## src/assert_macros.svh

```systemverilog
// Assertion macros used by the top level RTL file of the comma list splitter.
`ifndef ASSERT_MACROS_SVH
`define ASSERT_MACROS_SVH

// Implication or plain property checked on every clock edge outside reset.
`define ESCL_ASSERT(label, prop, msg) \
  label: assert property (@(posedge clk) disable iff (!rst_n) (prop)) else $error(msg);

// Condition that must never be seen on a clock edge outside reset.
`define ESCL_NEVER(label, cond, msg) \
  label: assert property (@(posedge clk) disable iff (!rst_n) !(cond)) else $error(msg);

`endif

```

## src/escl_pkg.sv

```systemverilog
// Shared constants and types of the escaped comma list splitter.
`timescale 1ns / 1ps
`default_nettype none

package escl_pkg;

  localparam logic [7:0] CH_COMMA  = 8'h2C;
  localparam logic [7:0] CH_BSLASH = 8'h5C;
  localparam logic [7:0] CH_QUOTE  = 8'h22;
  localparam logic [7:0] CH_T      = 8'h74;
  localparam logic [7:0] CH_R      = 8'h72;
  localparam logic [7:0] CH_N      = 8'h6E;
  localparam logic [7:0] CH_TAB    = 8'h09;
  localparam logic [7:0] CH_CR     = 8'h0D;
  localparam logic [7:0] CH_LF     = 8'h0A;

  // Result queue sizing: room for two results per input byte plus slack.
  localparam int FIFO_DEPTH = 4;
  localparam int FIFO_AW    = $clog2(FIFO_DEPTH);
  localparam int FIFO_CW    = $clog2(FIFO_DEPTH + 1);

  typedef struct packed {
    logic       list_end;
    logic       bad_quoting;
    logic       item_end;
    logic [7:0] out_byte;
    logic       has_byte;
  } res_t;

  // Results produced by one input byte, to the result queue.
  typedef struct packed {
    logic p0;
    logic p1;
    res_t r0;
    res_t r1;
  } push_t;

endpackage

`default_nettype wire

```

## src/escl_decode.sv

```systemverilog
// Per-byte splitting, unquoting and unescaping with the item state registers.
`timescale 1ns / 1ps
`default_nettype none

module escl_decode (
  input  wire logic          clk,
  input  wire logic          rst_n,
  input  wire logic          fire,
  input  wire logic [7:0]    in_byte,
  input  wire logic          last_byte,
  output escl_pkg::push_t    push
);
  import escl_pkg::*;

  logic       at_start_r, at_start_nxt;
  logic       quoted_r, quoted_nxt;
  logic       held_valid_r, held_valid_nxt;
  logic [7:0] held_raw_r, held_raw_nxt;
  logic       esc_r, esc_nxt;
  logic       bs_odd_r, bs_odd_nxt;

  logic       comma_ends;
  logic       dec_has;
  logic [7:0] dec_byte;
  logic       dec_esc;

  // unescape of the held byte
  always_comb begin
    dec_has  = 1'b1;
    dec_byte = held_raw_r;
    dec_esc  = esc_r;
    if (esc_r) begin
      dec_esc = 1'b0;
      case (held_raw_r)
        CH_T:    dec_byte = CH_TAB;
        CH_R:    dec_byte = CH_CR;
        CH_N:    dec_byte = CH_LF;
        default: dec_byte = held_raw_r;
      endcase
    end else if (held_raw_r == CH_BSLASH) begin
      dec_has = 1'b0;
      dec_esc = 1'b1;
    end
  end

  always_comb begin
    comma_ends     = (in_byte == CH_COMMA) && !bs_odd_r;
    at_start_nxt   = at_start_r;
    quoted_nxt     = quoted_r;
    held_valid_nxt = held_valid_r;
    held_raw_nxt   = held_raw_r;
    esc_nxt        = esc_r;
    bs_odd_nxt     = (in_byte == CH_BSLASH) ? !bs_odd_r : 1'b0;
    push           = '0;

    if (comma_ends) begin
      push.p0             = 1'b1;
      push.r0.item_end    = 1'b1;
      push.r0.bad_quoting = quoted_r && !(held_valid_r && held_raw_r == CH_QUOTE);
      push.p1             = last_byte;
      push.r1.item_end    = 1'b1;
      push.r1.list_end    = 1'b1;
      at_start_nxt        = 1'b1;
      quoted_nxt          = 1'b0;
      held_valid_nxt      = 1'b0;
      held_raw_nxt        = '0;
      esc_nxt             = 1'b0;
    end else if (at_start_r && in_byte == CH_QUOTE) begin
      at_start_nxt   = 1'b0;
      quoted_nxt     = 1'b1;
      held_valid_nxt = 1'b0;
      esc_nxt        = 1'b0;
      if (last_byte) begin
        push.p0             = 1'b1;
        push.r0.item_end    = 1'b1;
        push.r0.bad_quoting = 1'b1;
        push.r0.list_end    = 1'b1;
      end
    end else if (at_start_r || !quoted_r) begin
      at_start_nxt     = 1'b0;
      push.p0          = 1'b1;
      push.r0.has_byte = 1'b1;
      push.r0.out_byte = in_byte;
      push.r0.item_end = last_byte;
      push.r0.list_end = last_byte;
    end else if (last_byte) begin
      push.p0             = 1'b1;
      push.r0.has_byte    = held_valid_r && dec_has;
      push.r0.out_byte    = (held_valid_r && dec_has) ? dec_byte : 8'h00;
      push.r0.item_end    = 1'b1;
      push.r0.bad_quoting = (in_byte != CH_QUOTE);
      push.r0.list_end    = 1'b1;
    end else begin
      if (held_valid_r) begin
        push.p0          = dec_has;
        push.r0.has_byte = 1'b1;
        push.r0.out_byte = dec_byte;
        esc_nxt          = dec_esc;
      end
      held_raw_nxt   = in_byte;
      held_valid_nxt = 1'b1;
    end

    // end of list: everything back to reset values
    if (last_byte) begin
      at_start_nxt   = 1'b1;
      quoted_nxt     = 1'b0;
      held_valid_nxt = 1'b0;
      held_raw_nxt   = '0;
      esc_nxt        = 1'b0;
      bs_odd_nxt     = 1'b0;
    end

    if (!fire) begin
      push.p0 = 1'b0;
      push.p1 = 1'b0;
    end
  end

  always_ff @(posedge clk) begin
    if (!rst_n) begin
      at_start_r   <= 1'b1;
      quoted_r     <= 1'b0;
      held_valid_r <= 1'b0;
      held_raw_r   <= '0;
      esc_r        <= 1'b0;
      bs_odd_r     <= 1'b0;
    end else if (fire) begin
      at_start_r   <= at_start_nxt;
      quoted_r     <= quoted_nxt;
      held_valid_r <= held_valid_nxt;
      held_raw_r   <= held_raw_nxt;
      esc_r        <= esc_nxt;
      bs_odd_r     <= bs_odd_nxt;
    end
  end

endmodule

`default_nettype wire

```

## src/escl_result_fifo.sv

```systemverilog
// Small result queue taking up to two results per cycle and giving one.
`timescale 1ns / 1ps
`default_nettype none

module escl_result_fifo (
  input  wire logic                        clk,
  input  wire logic                        rst_n,
  input  wire escl_pkg::push_t             push,
  input  wire logic                        pop,
  output escl_pkg::res_t                   head,
  output logic                             not_empty,
  output logic [escl_pkg::FIFO_CW-1:0]     level
);
  import escl_pkg::*;

  res_t               mem_r [FIFO_DEPTH];
  logic [FIFO_AW-1:0] wr_ptr_r, wr_ptr_nxt;
  logic [FIFO_AW-1:0] rd_ptr_r, rd_ptr_nxt;
  logic [FIFO_CW-1:0] cnt_r, cnt_nxt;
  logic [FIFO_AW-1:0] wr_ptr_1;

  assign head      = mem_r[rd_ptr_r];
  assign not_empty = (cnt_r != '0);
  assign level     = cnt_r;
  assign wr_ptr_1  = wr_ptr_r + FIFO_AW'(1);

  always_comb begin
    wr_ptr_nxt = wr_ptr_r + FIFO_AW'(push.p0) + FIFO_AW'(push.p1);
    rd_ptr_nxt = rd_ptr_r + FIFO_AW'(pop);
    cnt_nxt    = cnt_r + FIFO_CW'(push.p0) + FIFO_CW'(push.p1) - FIFO_CW'(pop);
  end

  always_ff @(posedge clk) begin
    if (!rst_n) begin
      wr_ptr_r <= '0;
      rd_ptr_r <= '0;
      cnt_r    <= '0;
    end else begin
      wr_ptr_r <= wr_ptr_nxt;
      rd_ptr_r <= rd_ptr_nxt;
      cnt_r    <= cnt_nxt;
    end
  end

  always_ff @(posedge clk) begin
    if (push.p0) begin
      mem_r[wr_ptr_r] <= push.r0;
    end
    if (push.p1) begin
      mem_r[wr_ptr_1] <= push.r1;
    end
  end

endmodule

`default_nettype wire

```

## src/escaped_comma_list_splitter.sv

```systemverilog
// Top level of the escaped comma list splitter: input stage, decoder, result queue.
//
// Usage:
//   in_* channel takes the raw list one byte per transfer; in_tlast marks the
//   final byte of the list. An empty list is never presented.
//   out_* channel gives one result per transfer: out_tdata is the decoded byte
//   (zero when out_tuser has_byte is low), out_tuser carries has_byte,
//   item_end and bad_quoting, out_tlast marks the last result of the list.
//   A byte gives none, one or two results; two only for a comma that ends
//   the list (the item end, then an empty trailing item).
// Timing:
//   An input byte is registered in the input stage, decoded from there, and its
//   results are registered in the result queue, which offers them. One byte is
//   taken every cycle while out_tready stays high and the queue has room for two
//   results; a list-ending comma adds one result, held in the four-entry queue.
// Reset and stalls:
//   rst_n (synchronous, active low) empties the input stage and the queue and
//   returns the item state to the start of a list. When the receiver stalls,
//   the queue fills; once fewer than two free entries remain the input stage
//   holds its byte and in_tready drops until space frees up.
`timescale 1ns / 1ps
`default_nettype none

`include "assert_macros.svh"

module escaped_comma_list_splitter (
  input  wire logic       clk,
  input  wire logic       rst_n,
  input  wire logic       in_tvalid,
  output logic            in_tready,
  input  wire logic [7:0] in_tdata,   // [7:0] in_byte
  input  wire logic       in_tlast,   // last_byte
  output logic            out_tvalid,
  input  wire logic       out_tready,
  output logic [7:0]      out_tdata,  // [7:0] out_byte
  output logic [2:0]      out_tuser,  // [0] has_byte, [1] item_end, [2] bad_quoting
  output logic            out_tlast   // list_end
);
  import escl_pkg::*;

  localparam logic [FIFO_CW-1:0] SPACE_LIM = FIFO_CW'(FIFO_DEPTH - 2);

  // input stage
  logic       v_r, v_nxt;
  logic [7:0] byte_r;
  logic       last_r;

  logic               in_xfer;
  logic               fire;
  logic               pop;
  logic [FIFO_CW-1:0] level;
  logic               not_empty;
  push_t              push;
  res_t               head;

  assign in_xfer   = in_tvalid && in_tready;
  // decode only when the queue can take both possible results
  assign fire      = v_r && (level <= SPACE_LIM);
  assign in_tready = !v_r || fire;
  assign pop       = out_tvalid && out_tready;

  always_comb begin
    v_nxt = v_r;
    if (in_xfer) begin
      v_nxt = 1'b1;
    end else if (fire) begin
      v_nxt = 1'b0;
    end
  end

  always_ff @(posedge clk) begin
    if (!rst_n) begin
      v_r <= 1'b0;
    end else begin
      v_r <= v_nxt;
    end
  end

  always_ff @(posedge clk) begin
    if (in_xfer) begin
      byte_r <= in_tdata;
      last_r <= in_tlast;
    end
  end

  escl_decode u_decode (
    .clk      (clk),
    .rst_n    (rst_n),
    .fire     (fire),
    .in_byte  (byte_r),
    .last_byte(last_r),
    .push     (push)
  );

  escl_result_fifo u_fifo (
    .clk      (clk),
    .rst_n    (rst_n),
    .push     (push),
    .pop      (pop),
    .head     (head),
    .not_empty(not_empty),
    .level    (level)
  );

  assign out_tvalid = not_empty;
  assign out_tdata  = head.out_byte;
  assign out_tuser  = {head.bad_quoting, head.item_end, head.has_byte};
  assign out_tlast  = head.list_end;

  // queue never overfills
  `ESCL_NEVER(a_fifo_over, level > FIFO_CW'(FIFO_DEPTH), "result queue over capacity")
  // a second result only follows a list-ending item end
  `ESCL_ASSERT(a_two_results, push.p1 |-> (push.p0 && push.r0.item_end && last_r),
               "second result without list-ending comma")
  // a byte held in the input stage waits unchanged until decoded
  `ESCL_ASSERT(a_stage_hold, (v_r && !fire) |=> (v_r && $stable(byte_r) && $stable(last_r)),
               "input stage lost a waiting byte")
  // the decoder only pushes for a held byte
  `ESCL_ASSERT(a_push_fire, push.p0 |-> fire, "result pushed without a decoded byte")

endmodule

`default_nettype wire

```

## config.mk

```make
export PLATFORM = sky130hd
export DESIGN_NAME = escaped_comma_list_splitter
export DESIGN_NICKNAME = d
export VERILOG_FILES = /design/src/escl_pkg.sv /design/src/escl_decode.sv /design/src/escl_result_fifo.sv /design/src/escaped_comma_list_splitter.sv
export VERILOG_INCLUDE_DIRS = /design/src /design/src/src
export SDC_FILE = /design/constraint.sdc
export NUM_CORES = 1
export LEC_CHECK = 0
export BUFFER_PORTS_ARGS = -buffer_cell sky130_fd_sc_hd__buf_2
export CAP_MARGIN = 15
export CELL_PAD_IN_SITES_DETAIL_PLACEMENT = 0
export CELL_PAD_IN_SITES_GLOBAL_PLACEMENT = 1
export CORE_MARGIN = 10
export CORE_UTILIZATION = 47
export CTS_CLUSTER_SIZE = 30
export DETAILED_ROUTE_END_ITERATION = 6
export GPL_TIMING_DRIVEN = 0
export PLACE_DENSITY = 0.85
export RECOVER_POWER = 50
export SETUP_SLACK_MARGIN = 0.1
export SLEW_MARGIN = 20
export SYNTH_ARGS = -nofsm -noshare
export SYNTH_HDL_FRONTEND = slang
export SYNTH_SLANG_ARGS = --single-unit
```

## constraint.sdc

```tcl
create_clock -name clk -period 4.4 [get_ports clk]
set_clock_uncertainty 0.15 [all_clocks]
set_input_delay 0.44 -clock clk [delete_from_list [all_inputs] [get_ports clk]]
set_output_delay 0.44 -clock clk [all_outputs]
set_load 0.1 [all_outputs]
```

# ---- Word-level counts from Yosys, hierarchy flattened
# Memories as Yosys holds them, arrays and structs flattened. A register that Yosys moved wholly into a read port is not among the register bits.
# Index checks and enable logic that the tools add are counted.
dict set report classes {
  addsub 7
  mul 0
  div_mod_pow 0
  n_lt_le_gt_ge 1
  eq_ne 12
  shifts 0
  mux 57
  bitwise_logic 0
  n_reduce_logical 24
}
# op count
set ops {}
lappend ops {{two-way mux 8 bit} 6}
lappend ops {{== test 8 x 7 -> 1 bit, second input constant} 5}
lappend ops {{two-way mux 1 bit} 39}
lappend ops {{two-way mux 9 bit} 4}
lappend ops {{== test 8 x 6 -> 1 bit, second input constant} 3}
lappend ops {{case mux 8 bit (3 select lines)} 1}
lappend ops {{two-way mux 10 bit} 1}
lappend ops {{two-way mux 3 bit} 3}
lappend ops {{logical AND 1 bit} 8}
lappend ops {{!= test 8 x 6 -> 1 bit, second input constant} 1}
lappend ops {{nonzero test 4 bit} 2}
lappend ops {{adder 2 x 1 -> 2 bit} 3}
lappend ops {{adder 3 x 1 -> 3 bit} 2}
lappend ops {{two-way mux 2 bit} 3}
lappend ops {{!= test 3 x 2 -> 1 bit, second input constant} 2}
lappend ops {{AND reduction 2 bit} 3}
lappend ops {{AND reduction 3 bit} 2}
lappend ops {{nonzero test 3 bit} 2}
lappend ops {{zero test 1 bit} 4}
lappend ops {{!= test 4 x 2 -> 1 bit, second input constant} 1}
lappend ops {{less-or-equal comparator 3 x 2 -> 1 bit, second input constant} 1}
lappend ops {{subtractor 3 x 1 -> 3 bit} 1}
lappend ops {{adder 2 x 1 -> 2 bit, second input constant} 1}
lappend ops {{logical OR 1 bit} 2}
lappend ops {{nonzero test 2 bit} 1}
dict set report totals {
  reg_bits 30
  latch_bits 0
  ramBits 48
  mem_bits_ro 0
  input_bits 13
  output_inout_bits 14
  memories 1
}
# memory words word_bits read_ports rd_ports_with_merged_regs write_ports line_no
set memory_table {}
lappend memory_table {u_fifo.mem_r 4 12 1 1 2 escl_result_fifo.sv:16} ;# res_t mem_r [FIFO_DEPTH];

# ---- Longest topological paths before layout
# Gate-level depths: netlist (run 1).
dict set report logic_depth {
  depth_word 12
  ltp_mapped 12
}

# ---- By module
# A second synthesis (run 1) with hierarchy kept.
dict set report unflattened {
  hier_cells 299
  area_unflattened_um2 4141.5
}
# module instances cells_each area_each_um2 seq_area_each_um2
set modules_own_cells {}
lappend modules_own_cells {escl_result_fifo 1 153 2765.2 1581.5}
lappend modules_own_cells {escl_decode 1 127 1032.2 260.2}
lappend modules_own_cells {escaped_comma_list_splitter 1 19 344.1 290.3}

# ---- Least setup slack after synthesis (run 1)
# No wires, ideal clock.
dict set report synth_path {
  path_type {reg-to-reg}
  start {reg byte_r[0]}
  end {reg u_fifo.cnt_r[2], in the netlist u_fifo.level[2]}
  setup_ns 0.115
  arrival_time_ns 3.243
  t_required_ns 4.135
  path_slack_ns 0.892
  path_stages_with_launch 13
  path_buffers 1
  synth_period_minus_slack_ns 3.508
  path_cell_list {edfxtp_1 > or4b_1 > buf_2 > o31a_4 > o31a_4 > nor2_1 > inv_1 > ha_1 > inv_1 > fa_1 > fa_1 > xnor2_1 > and2_1}
}
dict set report synth_via {
  elab_chain_cells 8
  word_cells_on_any_way 11
  cone_classes {add/sub: 3; eq/ne: 2; mux: 4; reduce/logical: 2}
}
# item line_no
set synth_lines {}
lappend synth_lines {{from (decl)} escaped_comma_list_splitter.sv:45} ;# logic [7:0] byte_r;
lappend synth_lines {{from (signal assigned)} escaped_comma_list_splitter.sv:81} ;# byte_r <= in_tdata;
lappend synth_lines {{== test 8 x 6 -> 1 bit} escl_decode.sv:68} ;# end else if (at_start_r && in_byte == CH_QUOTE) begin
lappend synth_lines {{logical AND 1 bit} escl_decode.sv:68}
lappend synth_lines {{two-way mux 1 bit} escl_decode.sv:68}
lappend synth_lines {{two-way mux 1 bit} escl_decode.sv:56} ;# if (comma_ends) begin
lappend synth_lines {{two-way mux 2 bit *} escl_decode.sv:114} ;# if (!fire) begin
lappend synth_lines {{adder 3 x 1 -> 3 bit} escl_result_fifo.sv:30} ;# cnt_nxt = cnt_r + FIFO_CW'(push.p0) + FIFO_CW'(push.p1) - FIFO_CW'(pop);
lappend synth_lines {{adder 3 x 1 -> 3 bit *} escl_result_fifo.sv:30}
lappend synth_lines {{subtractor 3 x 1 -> 3 bit *} escl_result_fifo.sv:30}
lappend synth_lines {{to (signal assigned)} escl_result_fifo.sv:41} ;# cnt_r <= cnt_nxt;
lappend synth_lines {{to (decl)} escl_result_fifo.sv:19} ;# logic [FIFO_CW-1:0] cnt_r, cnt_nxt;
# Every way passes the cells marked *; elsewhere a longest branch is shown, timed or not.
# A chain may end at the register's enable or synchronous reset.

# ---- Worst setup path after layout (run 1)
# Same ends and word-level chain as after synthesis.

==> qor.csv, run 1 <==
stage;metric;value;unit
run_status;status;completed;
power_and_ir_drop;Sw Ratio;45.3;%
synth;Synth cell types;60;
final_layout;synth-to-layout area growth;11.7;%
setup_path;critical path arrival;4.10;ns
grt;total global-route track usage;15.6;%
grt;GRT busiest layer;met2;
power_and_ir_drop;Static Leakage;1.62;nW
placement;Port Buf Inserts;25;
floorplan;core footprint;7730;µm²
power_and_ir_drop;sw power;1.24;mW
setup_path;Worst path top cell family by delay;adder cells;
synth;Post-synth EDFFs;17;
setup_path;WP buf/inv;3;
sta;post-route worst setup slack;0.400;ns
cts;CTS Root Cell;clkbuf_8;
setup_path;crit-path max cell delay;0.54;ns
setup_path;flop2flop setup slack;0.40;ns
worst_hold_path;Worst Hold Depth;1;
detailed_routing;drt drc;0;
detailed_routing;DR iter-0 viols;254;
synth;Post-synth ARST share;0;%
sta;minimum clock period;4.00;ns
final_layout;Nets;425;
floorplan;Die X;109;µm
setup_path;Worst setup EP type;flip-flop;
cts;htree depth;3;
synth;synth top area cells;dfxtp_1, edfxtp_1, mux4_2, nand2_1, mux2i_1;
sta;worst slew pin tran;1.18;ns
sta;Max Clk Rate;250;MHz
floorplan;Top-Level Pins;27;
synth;syn nets;389;
sta;Hold Vio Cnt, Final;0;
final_layout;diode count;0;
final_layout;design area;4160;µm²
final_layout;Final Non-Filler Cells;513;
placement;Setup Slack @ Placement;0.527;ns
power_and_ir_drop;cell-internal power;1.50;mW
setup_path;FF-to-FF End;u_fifo.level[2];
grt;number of global-route vias before repair;2829;
setup_path;Critical Path End;u_fifo.level[2];
synth;Synth Register Bits;78;
cts;buffers from clock root to sink, at most;2;
placement;hpwl dp;6.57;mm
synth;Most used DFF post-synth;dfxtp_1;
setup_path;CP startpoint;byte_r[0];
setup_path;FF-to-FF path depth;12;
cts;Post-CTS Setup Bufs;0;
power_and_ir_drop;Clock Power Share;20.3;%
final_layout;share of layout cells above drive strength 1;14.1;%
cts;# hold bufs at CTS;0;
sta;final setup fails;0;
floorplan;row count;32;
power_and_ir_drop;pwr dens;658;nW/µm²
detailed_routing;WL final;8.94;mm
cts;PostCTS Resize Cnt;0;
setup_path;worst r2r src;byte_r[0];
setup_path;kind of critical path;flip-flop to flip-flop;
detailed_routing;1st-pass router iterations;5;
cts;CTS tree;built;
setup_path;CP Max Fanout;8;
power_and_ir_drop;total power;2.73;mW
final_layout;Final Util;53.8;%
floorplan;DIE AREA;11900;µm²
sta;setup_tns;0;ns
cts;clock sinks;78;
placement;placed cells;497;
detailed_routing;vias;2914;
cts;cts bufs inserted;9;
grt;M3 GR Usage;3.83;%
setup_path;cell count along the critical path;12;
sta;RSZ-0062 raised after global routing;no;
grt;initial antenna violation count;0;
grt;grt met1 use;20.3;%
synth;syn avg cell area;10.1;µm²
power_and_ir_drop;VDD IR max;0.396;mV
synth;YS warnings;0;
setup_path;required time worst endpoint;4.50;ns
sta;Slew Limit Fails;0;
synth;Yosys top cell by area;dfxtp_1;
power_and_ir_drop;Logic pwr share;42.7;%
synth;Cell Area, Synth;3720;µm²
cts;clk_lat worst skew;0.35;ns
grt;first-pass GRT wire length;14.5;mm
setup_path;Worst Setup Start Kind;flip-flop;
detailed_routing;via-per-instance ratio;5.68;
placement;placed inst area;3970;µm²
synth;register area share after synthesis;46.5;%
setup_path;crit path cell chain;or4b_1, clkbuf_1, o31a_1, o31a_4, nor2_1, inv_1, ha_1, inv_1, fa_1, fa_1, xnor2_1, and2_1;
detailed_routing;Routed Antenna Nets;0;
worst_hold_path;worst min-delay path class;input pin to flip-flop;
power_and_ir_drop;sequential group share of total power;36.9;%
placement;routability congestion estimate;0.860;
floorplan;Initial Utilization;48.2;%
grt;M2 GR Usage;24.7;%
job;MaxCap Viol Count;0;
synth;cell count after synthesis;370;
sta;max_slew headroom;22.0;%
synth;top-area cell type share of the netlist area;32.8;%
grt;global route overflow;0;
detailed_routing;DR WL/cell;17.4;µm
grt;largest net degree at the start of global routing;15;
cts;Reg clk slew, reported paths;0.08;ns
sta;hold slack;0.114;ns
sta;Final Cycle Share;90.9;%
setup_path;Slowest-stage cell, CP;or4b_1;
floorplan;Die Span Y;109;µm
-- routing by layer --
metal	vias to the layer above	wire length (µm)
met5	-	0
met4	0	155
met3	13	544
met2	97	4090
met1	1384	4150
li1	1420	-
-- cell usage after synthesis, types with 4 or more instances --
master,number
and2_1,8
mux2i_1,13
clkbuf_1,12
a21oi_1,12
o21ai_0,21
a22o_1,10
nand3_1,23
edfxtp_1,17
nor2b_1,16
dfxtp_1,61
nand2b_1,4
inv_1,14
nor2_1,31
a22oi_1,7
mux4_2,12
nand2_1,38
-- how the worst min path moves through the flow --
stage | start | to | slack, ns
2_1_floorplan | u_fifo.mem_r[1][0] | u_fifo.mem_r[1][0] | 0.27
3_3_place_gp | u_fifo.mem_r[1][0] | u_fifo.mem_r[1][0] | 0.28
3_5_place_dp | u_fifo.mem_r[0][0] | u_fifo.mem_r[0][0] | 0.29
4_1_cts | in_tdata[4] | byte_r[4] | 0.10
5_1_grt | in_tdata[0] | byte_r[0] | 0.10
6_report | in_tdata[4] | byte_r[4] | 0.11
-- kinds of logic (layout without fill, tap and decap cells) --
kind of cell	count (synthesis)	count (layout)	synth area share [%]
muxes	25	25	10.8
and+or+nand+nor	155	155	22.3
adders and majority gates	6	6	2.62
AOI/OAI and AO/OA	71	71	13.3
DFF	78	78	46.5
xor gates and xnor gates	5	5	1.18
buffers and inverters	30	71	3.26
-- layout make-up --
type | count | area (µm²)
fillers | 707 | 3570
multi-input cells | 262 | 1860
flip-flops and latches | 78 | 1730
clock buffers | 12 | 178
well taps | 102 | 128
repair buffers | 25 | 120
plain buffers | 16 | 60.1
inverters | 14 | 52.6
clock inverters | 4 | 30.0
-- registers in the layout (all words and copies together) (netlist names) --
register               count
u_decode.held_valid_r      1
u_decode.held_raw_r        8
u_decode.bs_odd_r          1
u_fifo.mem_r              48
u_fifo.level               3
u_decode.esc_r             1
v_r                        1
u_fifo.rd_ptr_r            2
u_fifo.wr_ptr_r            2
u_decode.quoted_r          1
byte_r                     8
last_r                     1
u_decode.at_start_r        1
-- placed cells by master, fill, tap and decap left out, drive strengths merged, types with 13 or more instances in the layout --
master,netlist,layout
buf,4,23
clkbuf,12,30
dfxtp,61,61
edfxtp,17,17
inv,14,18
mux2i,13,13
nand2,38,38
nand3,24,24
nor2,32,32
nor2b,16,16
o21ai,22,22
-- power by group through the flow --
stage | registers, mW | clock network (mW) | logic [mW]
after detailed placement | 1.02 | 0 | 1.18
final | 1.01 | 0.556 | 1.17
after floorplan | 0.985 | 0 | 1.02
after global placement | 1.01 | 0 | 1.17
after CTS | 1.01 | 0.565 | 1.19
after global routing | 1.03 | 0.596 | 1.24
Power figures use the tool's default switching activity.
==> run 2, diff against run 1 <==
CORE_UTILIZATION = 41   (was 47)
PLACE_DENSITY = 0.76   (was 0.85)
==> run 2 against run 1 <==
Against the previous run: non-clock buffer count is the same; total power hardly changed; setup slack lost 0.034 ns; register-to-register slack worse by 0.03 ns; hold slack barely moved; core utilization is 6.2 points lower.
==> qor.csv, run 2 (synthesized netlist as in run 1, its figures left out) <==
stage;metric;value;unit
placement;routability congestion estimate;0.890;
final_layout;register with the most flip-flops;u_fifo.mem_r;
setup_path;Worst Setup Start Kind;flip-flop;
cts;htree depth;3;
power_and_ir_drop;pwr dens;656;nW/µm²
detailed_routing;vias;2917;
sta;setup_tns;0;ns
final_layout;synth-to-layout area growth;12.1;%
worst_hold_path;Hold Path Origin;in_tdata[0];
power_and_ir_drop;sw power;1.26;mW
detailed_routing;DR WL/cell;17.7;µm
placement;hpwl dp;6.78;mm
placement;Port Buf Inserts;25;
floorplan;core footprint;8760;µm²
setup_path;required time worst endpoint;4.50;ns
final_layout;max FFs per register;48;
worst_hold_path;worst min-delay path class;input pin to flip-flop;
cts;clk_lat worst skew;0.35;ns
cts;# hold bufs at CTS;0;
cts;PostCTS Resize Cnt;0;
power_and_ir_drop;VDD IR max;0.364;mV
floorplan;row count;34;
setup_path;FF-to-FF End;u_fifo.level[2];
final_layout;commonest non-fill, non-tap cells in the layout;dfxtp_1, nand2_1, nor2_1;
final_layout;FILL cells;856;
detailed_routing;via-per-instance ratio;5.62;
final_layout;Nets;425;
cts;CTS tree;built;
floorplan;DIE AREA;13300;µm²
setup_path;FF-to-FF path depth;12;
sta;Slew Limit Fails;0;
final_layout;area of the multi-input gates;1870;µm²
power_and_ir_drop;cell-internal power;1.47;mW
cts;clock sinks;78;
worst_hold_path;Worst Hold Depth;1;
setup_path;critical path arrival;4.13;ns
sta;RSZ-0062 raised after global routing;no;
sta;worst slew pin tran;1.19;ns
detailed_routing;1st-pass router iterations;5;
cts;Reg clk slew, reported paths;0.09;ns
detailed_routing;drt drc;0;
floorplan;Top-Level Pins;27;
cts;CTS Root Cell;clkbuf_8;
power_and_ir_drop;Static Leakage;1.63;nW
grt;largest net degree at the start of global routing;17;
setup_path;worst r2r src;byte_r[0];
detailed_routing;WL final;9.18;mm
job;MaxCap Viol Count;0;
power_and_ir_drop;Logic pwr share;42.9;%
final_layout;diode count;0;
power_and_ir_drop;Clock Power Share;20.2;%
grt;first-pass GRT wire length;15.4;mm
sta;Max Clk Rate;248;MHz
floorplan;Die Span Y;115;µm
placement;placed inst area;3980;µm²
final_layout;design area;4170;µm²
detailed_routing;DR iter-0 viols;245;
cts;Post-CTS Setup Bufs;0;
final_layout;largest registers;u_fifo.mem_r: 48 flops, byte_r: 8 flops, u_decode.held_raw_r: 8 flops;
final_layout;storage element area;1730;µm²
grt;total global-route track usage;14.5;%
grt;number of global-route vias before repair;2956;
setup_path;kind of critical path;flip-flop to flip-flop;
sta;Final Cycle Share;91.7;%
cts;buffers from clock root to sink, at most;2;
sta;Hold Vio Cnt, Final;0;
run_status;status;completed;
final_layout;share of layout cells above drive strength 1;14.8;%
sta;max_slew headroom;21.0;%
setup_path;flop2flop setup slack;0.37;ns
worst_hold_path;hold path endpoint;byte_r[0];
sta;final setup fails;0;
floorplan;Die X;115;µm
grt;initial antenna violation count;0;
detailed_routing;Routed Antenna Nets;0;
power_and_ir_drop;Sw Ratio;46.2;%
setup_path;Worst setup EP type;flip-flop;
power_and_ir_drop;sequential group share of total power;36.9;%
floorplan;Initial Utilization;42.5;%
cts;cts bufs inserted;9;
grt;global route overflow;0;
setup_path;CP Max Fanout;8;
sta;minimum clock period;4.03;ns
final_layout;commonest non-fill, non-tap cell in the layout;dfxtp_1;
-- run 2: power by group through the flow --
stage / clock, mW / combinational (mW) / sequential (mW)
after global routing: 0.594 / 1.25 / 1.03
after global placement: 0 / 1.17 / 1.02
after floorplan: 0 / 1.02 / 0.985
final: 0.554 / 1.17 / 1.01
after CTS: 0.565 / 1.19 / 1.01
after detailed placement: 0 / 1.19 / 1.02
-- run 2: metal layers --
| metal | vias up | share of wire (%) | track usage [%] |
|---|---|---|---|
| met4 | 0 | 1.4 | 5.03 |
| met5 | - | 0 | 0 |
| li1 | 1415 | - | - |
| met1 | 1403 | 48 | 19.5 |
| met3 | 10 | 5.9 | 3.23 |
| met2 | 89 | 45 | 22.5 |
-- run 2: layout make-up --
class / count / area share, %
buffer: 16 / 1.44
tap: 108 / 3.24
sequential: 78 / 41.5
inverter: 14 / 1.26
clock buffer: 10 / 3.57
multi-input combinational: 262 / 44.8
clock inverter: 6 / 1.32
timing repair buffer: 25 / 2.88
-- run 2: worst max path at each step --
stage | slack, ns | cells after the start | from | to
after floorplan | 0.89 | 12 | byte_r[0] | u_fifo.level[2]
after global placement | 0.45 | 12 | byte_r[0] | u_fifo.level[2]
after detailed placement | 0.45 | 12 | byte_r[0] | u_fifo.level[2]
after CTS | 0.43 | 12 | byte_r[0] | u_fifo.level[2]
after global routing | 0.20 | 12 | byte_r[0] | u_fifo.level[2]
final | 0.37 | 12 | byte_r[0] | u_fifo.level[2]
-- run 2: stage by stage --
stage          cells  hold WS, ns  power, mW  setup WS [ns]  utilization, %
2_1_floorplan    370        0.268       2.00          0.892               -
3_3_place_gp     503        0.279       2.19          0.445            45.4
3_5_place_dp     503        0.280       2.21          0.453            45.4
4_1_cts          519        0.103       2.76          0.427            47.8
5_1_grt          519       0.0943       2.88          0.202            47.6
6_report         519        0.113       2.73          0.367            47.6
-- run 2: worst max-delay path, cell delays in order, from the launching register on --
cell      delay, ns
edfxtp_1       0.48
or4b_1         0.54
clkbuf_1       0.17
o31a_4         0.34
o31a_4         0.16
nor2_1         0.40
inv_1          0.27
ha_1           0.34
inv_1          0.04
fa_1           0.38
fa_1           0.39
xnor2_1        0.13
and2_1         0.15
==> run 3, diff against run 2 <==
ABC_AREA = 0   (was unset)
BUFFER_PORTS_ARGS = -buffer_cell sky130_fd_sc_hd__buf_4   (was -buffer_cell sky130_fd_sc_hd__buf_2)
CORE_UTILIZATION = 35   (was 41)
PLACE_DENSITY = 0.68   (was 0.76)
==> run 3 against run 2 <==
Against the previous run: combinational power about the same; final cell count up 5.4%; register-to-register slack better by 0.04 ns; first-iteration DRC count down 12%; clock power down 3%; design area up 1.4%; sequential share of layout area down 0.57 points; maximum frequency up 0.89%; global-route usage down 0.94 points; highest routed layer unchanged.
==> qor.csv, run 3 (synthesized netlist as in run 1, its figures left out) <==
stage;metric;value;unit
cts;# hold bufs at CTS;0;
run_status;status;completed;
detailed_routing;DR iter-0 viols;216;
sta;setup_tns;0;ns
grt;total global-route track usage;13.6;%
setup_path;CP Max Fanout;8;
worst_hold_path;hold path endpoint;byte_r[5];
final_layout;diode count;0;
floorplan;Top-Level Pins;27;
setup_path;required time worst endpoint;4.51;ns
setup_path;crit path cell chain;or4b_1, buf_2, o31a_1, o31a_4, nor2_1, inv_1, ha_1, inv_1, fa_1, fa_1, xnor2_1, and2_1;
grt;global route overflow;0;
power_and_ir_drop;VDD IR max;0.404;mV
grt;first-pass GRT wire length;15.7;mm
cts;CTS tree;built;
sta;max_slew headroom;20.2;%
sta;worst slew pin tran;1.20;ns
job;MaxCap Viol Count;0;
final_layout;commonest non-fill, non-tap cell in the layout;dfxtp_1;
floorplan;row count;37;
cts;Reg clk slew, reported paths;0.08;ns
cts;htree depth;3;
cts;PostCTS Resize Cnt;0;
final_layout;register with the most flip-flops;u_fifo.mem_r;
cts;buffers from clock root to sink, at most;2;
detailed_routing;Routed Antenna Nets;0;
worst_hold_path;Worst Hold Depth;1;
sta;Slew Limit Fails;0;
power_and_ir_drop;Static Leakage;1.61;nW
sta;final setup fails;0;
sta;RSZ-0062 raised after global routing;no;
setup_path;worst r2r src;byte_r[0];
setup_path;WP buf/inv;3;
cts;CTS Root Cell;clkbuf_8;
setup_path;FF-to-FF path depth;12;
sta;Max Clk Rate;250;MHz
cts;clock sinks;78;
final_layout;commonest non-fill, non-tap cells in the layout;dfxtp_1, nand2_1, nor2_1;
floorplan;Die X;123;µm
final_layout;Final Util;41.0;%
sta;Hold Vio Cnt, Final;0;
detailed_routing;1st-pass router iterations;5;
final_layout;largest registers;u_fifo.mem_r: 48 flops, byte_r: 8 flops, u_decode.held_raw_r: 8 flops;
floorplan;Initial Utilization;36.0;%
detailed_routing;WL final;9.57;mm
sta;Final Cycle Share;90.9;%
detailed_routing;drt drc;0;
floorplan;DIE AREA;15200;µm²
power_and_ir_drop;pwr dens;650;nW/µm²
placement;hpwl dp;6.91;mm
floorplan;core footprint;10300;µm²
placement;Port Buf Inserts;25;
final_layout;FILL cells;1047;
cts;cts bufs inserted;9;
setup_path;critical path arrival;4.11;ns
floorplan;Die Span Y;123;µm
final_layout;Nets;425;
setup_path;Worst Setup Start Kind;flip-flop;
detailed_routing;via-per-instance ratio;5.31;
setup_path;Worst setup EP type;flip-flop;
setup_path;Worst path top cell family by delay;adder cells;
worst_hold_path;worst min-delay path class;input pin to flip-flop;
setup_path;kind of critical path;flip-flop to flip-flop;
grt;number of global-route vias before repair;2925;
sta;minimum clock period;4.00;ns
final_layout;synth-to-layout area growth;13.6;%
detailed_routing;vias;2907;
placement;routability congestion estimate;0.881;
sta;hold slack;0.120;ns
setup_path;Slowest-stage cell, CP;or4b_1;
detailed_routing;DR WL/cell;17.5;µm
setup_path;flop2flop setup slack;0.40;ns
cts;clk_lat worst skew;0.37;ns
worst_hold_path;Hold Path Origin;in_tdata[5];
final_layout;design area;4230;µm²
cts;Post-CTS Setup Bufs;0;
final_layout;share of layout cells above drive strength 1;14.1;%
placement;placed inst area;4090;µm²
setup_path;crit-path max cell delay;0.54;ns
grt;largest net degree at the start of global routing;14;
setup_path;FF-to-FF End;u_fifo.level[2];
final_layout;max FFs per register;48;
grt;initial antenna violation count;0;
[run 3: changes by cell type in the layout (fill, tap and decap cells not counted), sizes merged]
cell,before,now
buf,22,12
clkinv,1,3
clkinvlp,0,1
bufinv,0,1
inv,19,15
clkbuf,29,39
[run 3: worst reg2reg max path: cells and delay by family (launching register included)]
| kind | cells | cell delay [ns] |
|---|---|---|
| adder cells (fa/ha/maj) | 3 | 1.09 |
| buffers and inverters | 3 | 0.45 |
| XOR/XNOR | 1 | 0.13 |
| AND/OR/NAND/NOR | 3 | 1.07 |
| AO/OA/AOI/OAI | 2 | 0.55 |
| flip-flops | 1 | 0.47 |
[run 3: cell type report]
cell class,instances,area [µm²],share of cell area (%)
inverters,14,52.6,1.24
flip-flops and latches,78,1730,41.0
well taps,136,170,4.02
repair buffers,25,165,3.91
clock inverters,6,61.3,1.45
plain buffers,16,61.3,1.45
clock buffers,10,128,3.02
multi-input cells,262,1860,43.9
[run 3: how the worst max path moves through the flow]
| stage | cells after the start | slack [ns] | endpoint | start |
|---|---|---|---|---|
| 4_1_cts | 12 | 0.44 | u_fifo.level[2] | byte_r[0] |
| 2_1_floorplan | 12 | 0.89 | u_fifo.level[2] | byte_r[0] |
| 6_report | 12 | 0.40 | u_fifo.level[2] | byte_r[0] |
| 3_3_place_gp | 12 | 0.44 | u_fifo.level[2] | byte_r[0] |
| 5_1_grt | 12 | 0.12 | u_fifo.level[2] | byte_r[0] |
| 3_5_place_dp | 12 | 0.48 | u_fifo.level[2] | byte_r[0] |
[run 3: routing by layer]
layer | track usage, % | routed length, µm | vias up
met1 | 17.8 | 4440 | 1403
met5 | 0 | 0 | -
met3 | 3.78 | 568 | 11
met4 | 5.82 | 159 | 0
li1 | - | - | 1417
met2 | 20.6 | 4390 | 76
[run 3: report_power, final]
part | total (mW) | switching [mW] | leakage, nW | internal [mW]
Combinational | 1.20 | 0.861 | 0.863 | 0.340
Clock | 0.537 | 0.276 | 0.0964 | 0.261
Sequential | 1.01 | 0.105 | 0.654 | 0.903
[run 3: through the flow]
stage | worst slack [ns] | std cells | power [mW]
2_1_floorplan | 0.892 | 370 | 2.00
3_3_place_gp | 0.439 | 531 | 2.25
3_5_place_dp | 0.483 | 531 | 2.27
4_1_cts | 0.437 | 547 | 2.81
5_1_grt | 0.125 | 547 | 2.90
6_report | 0.403 | 547 | 2.75
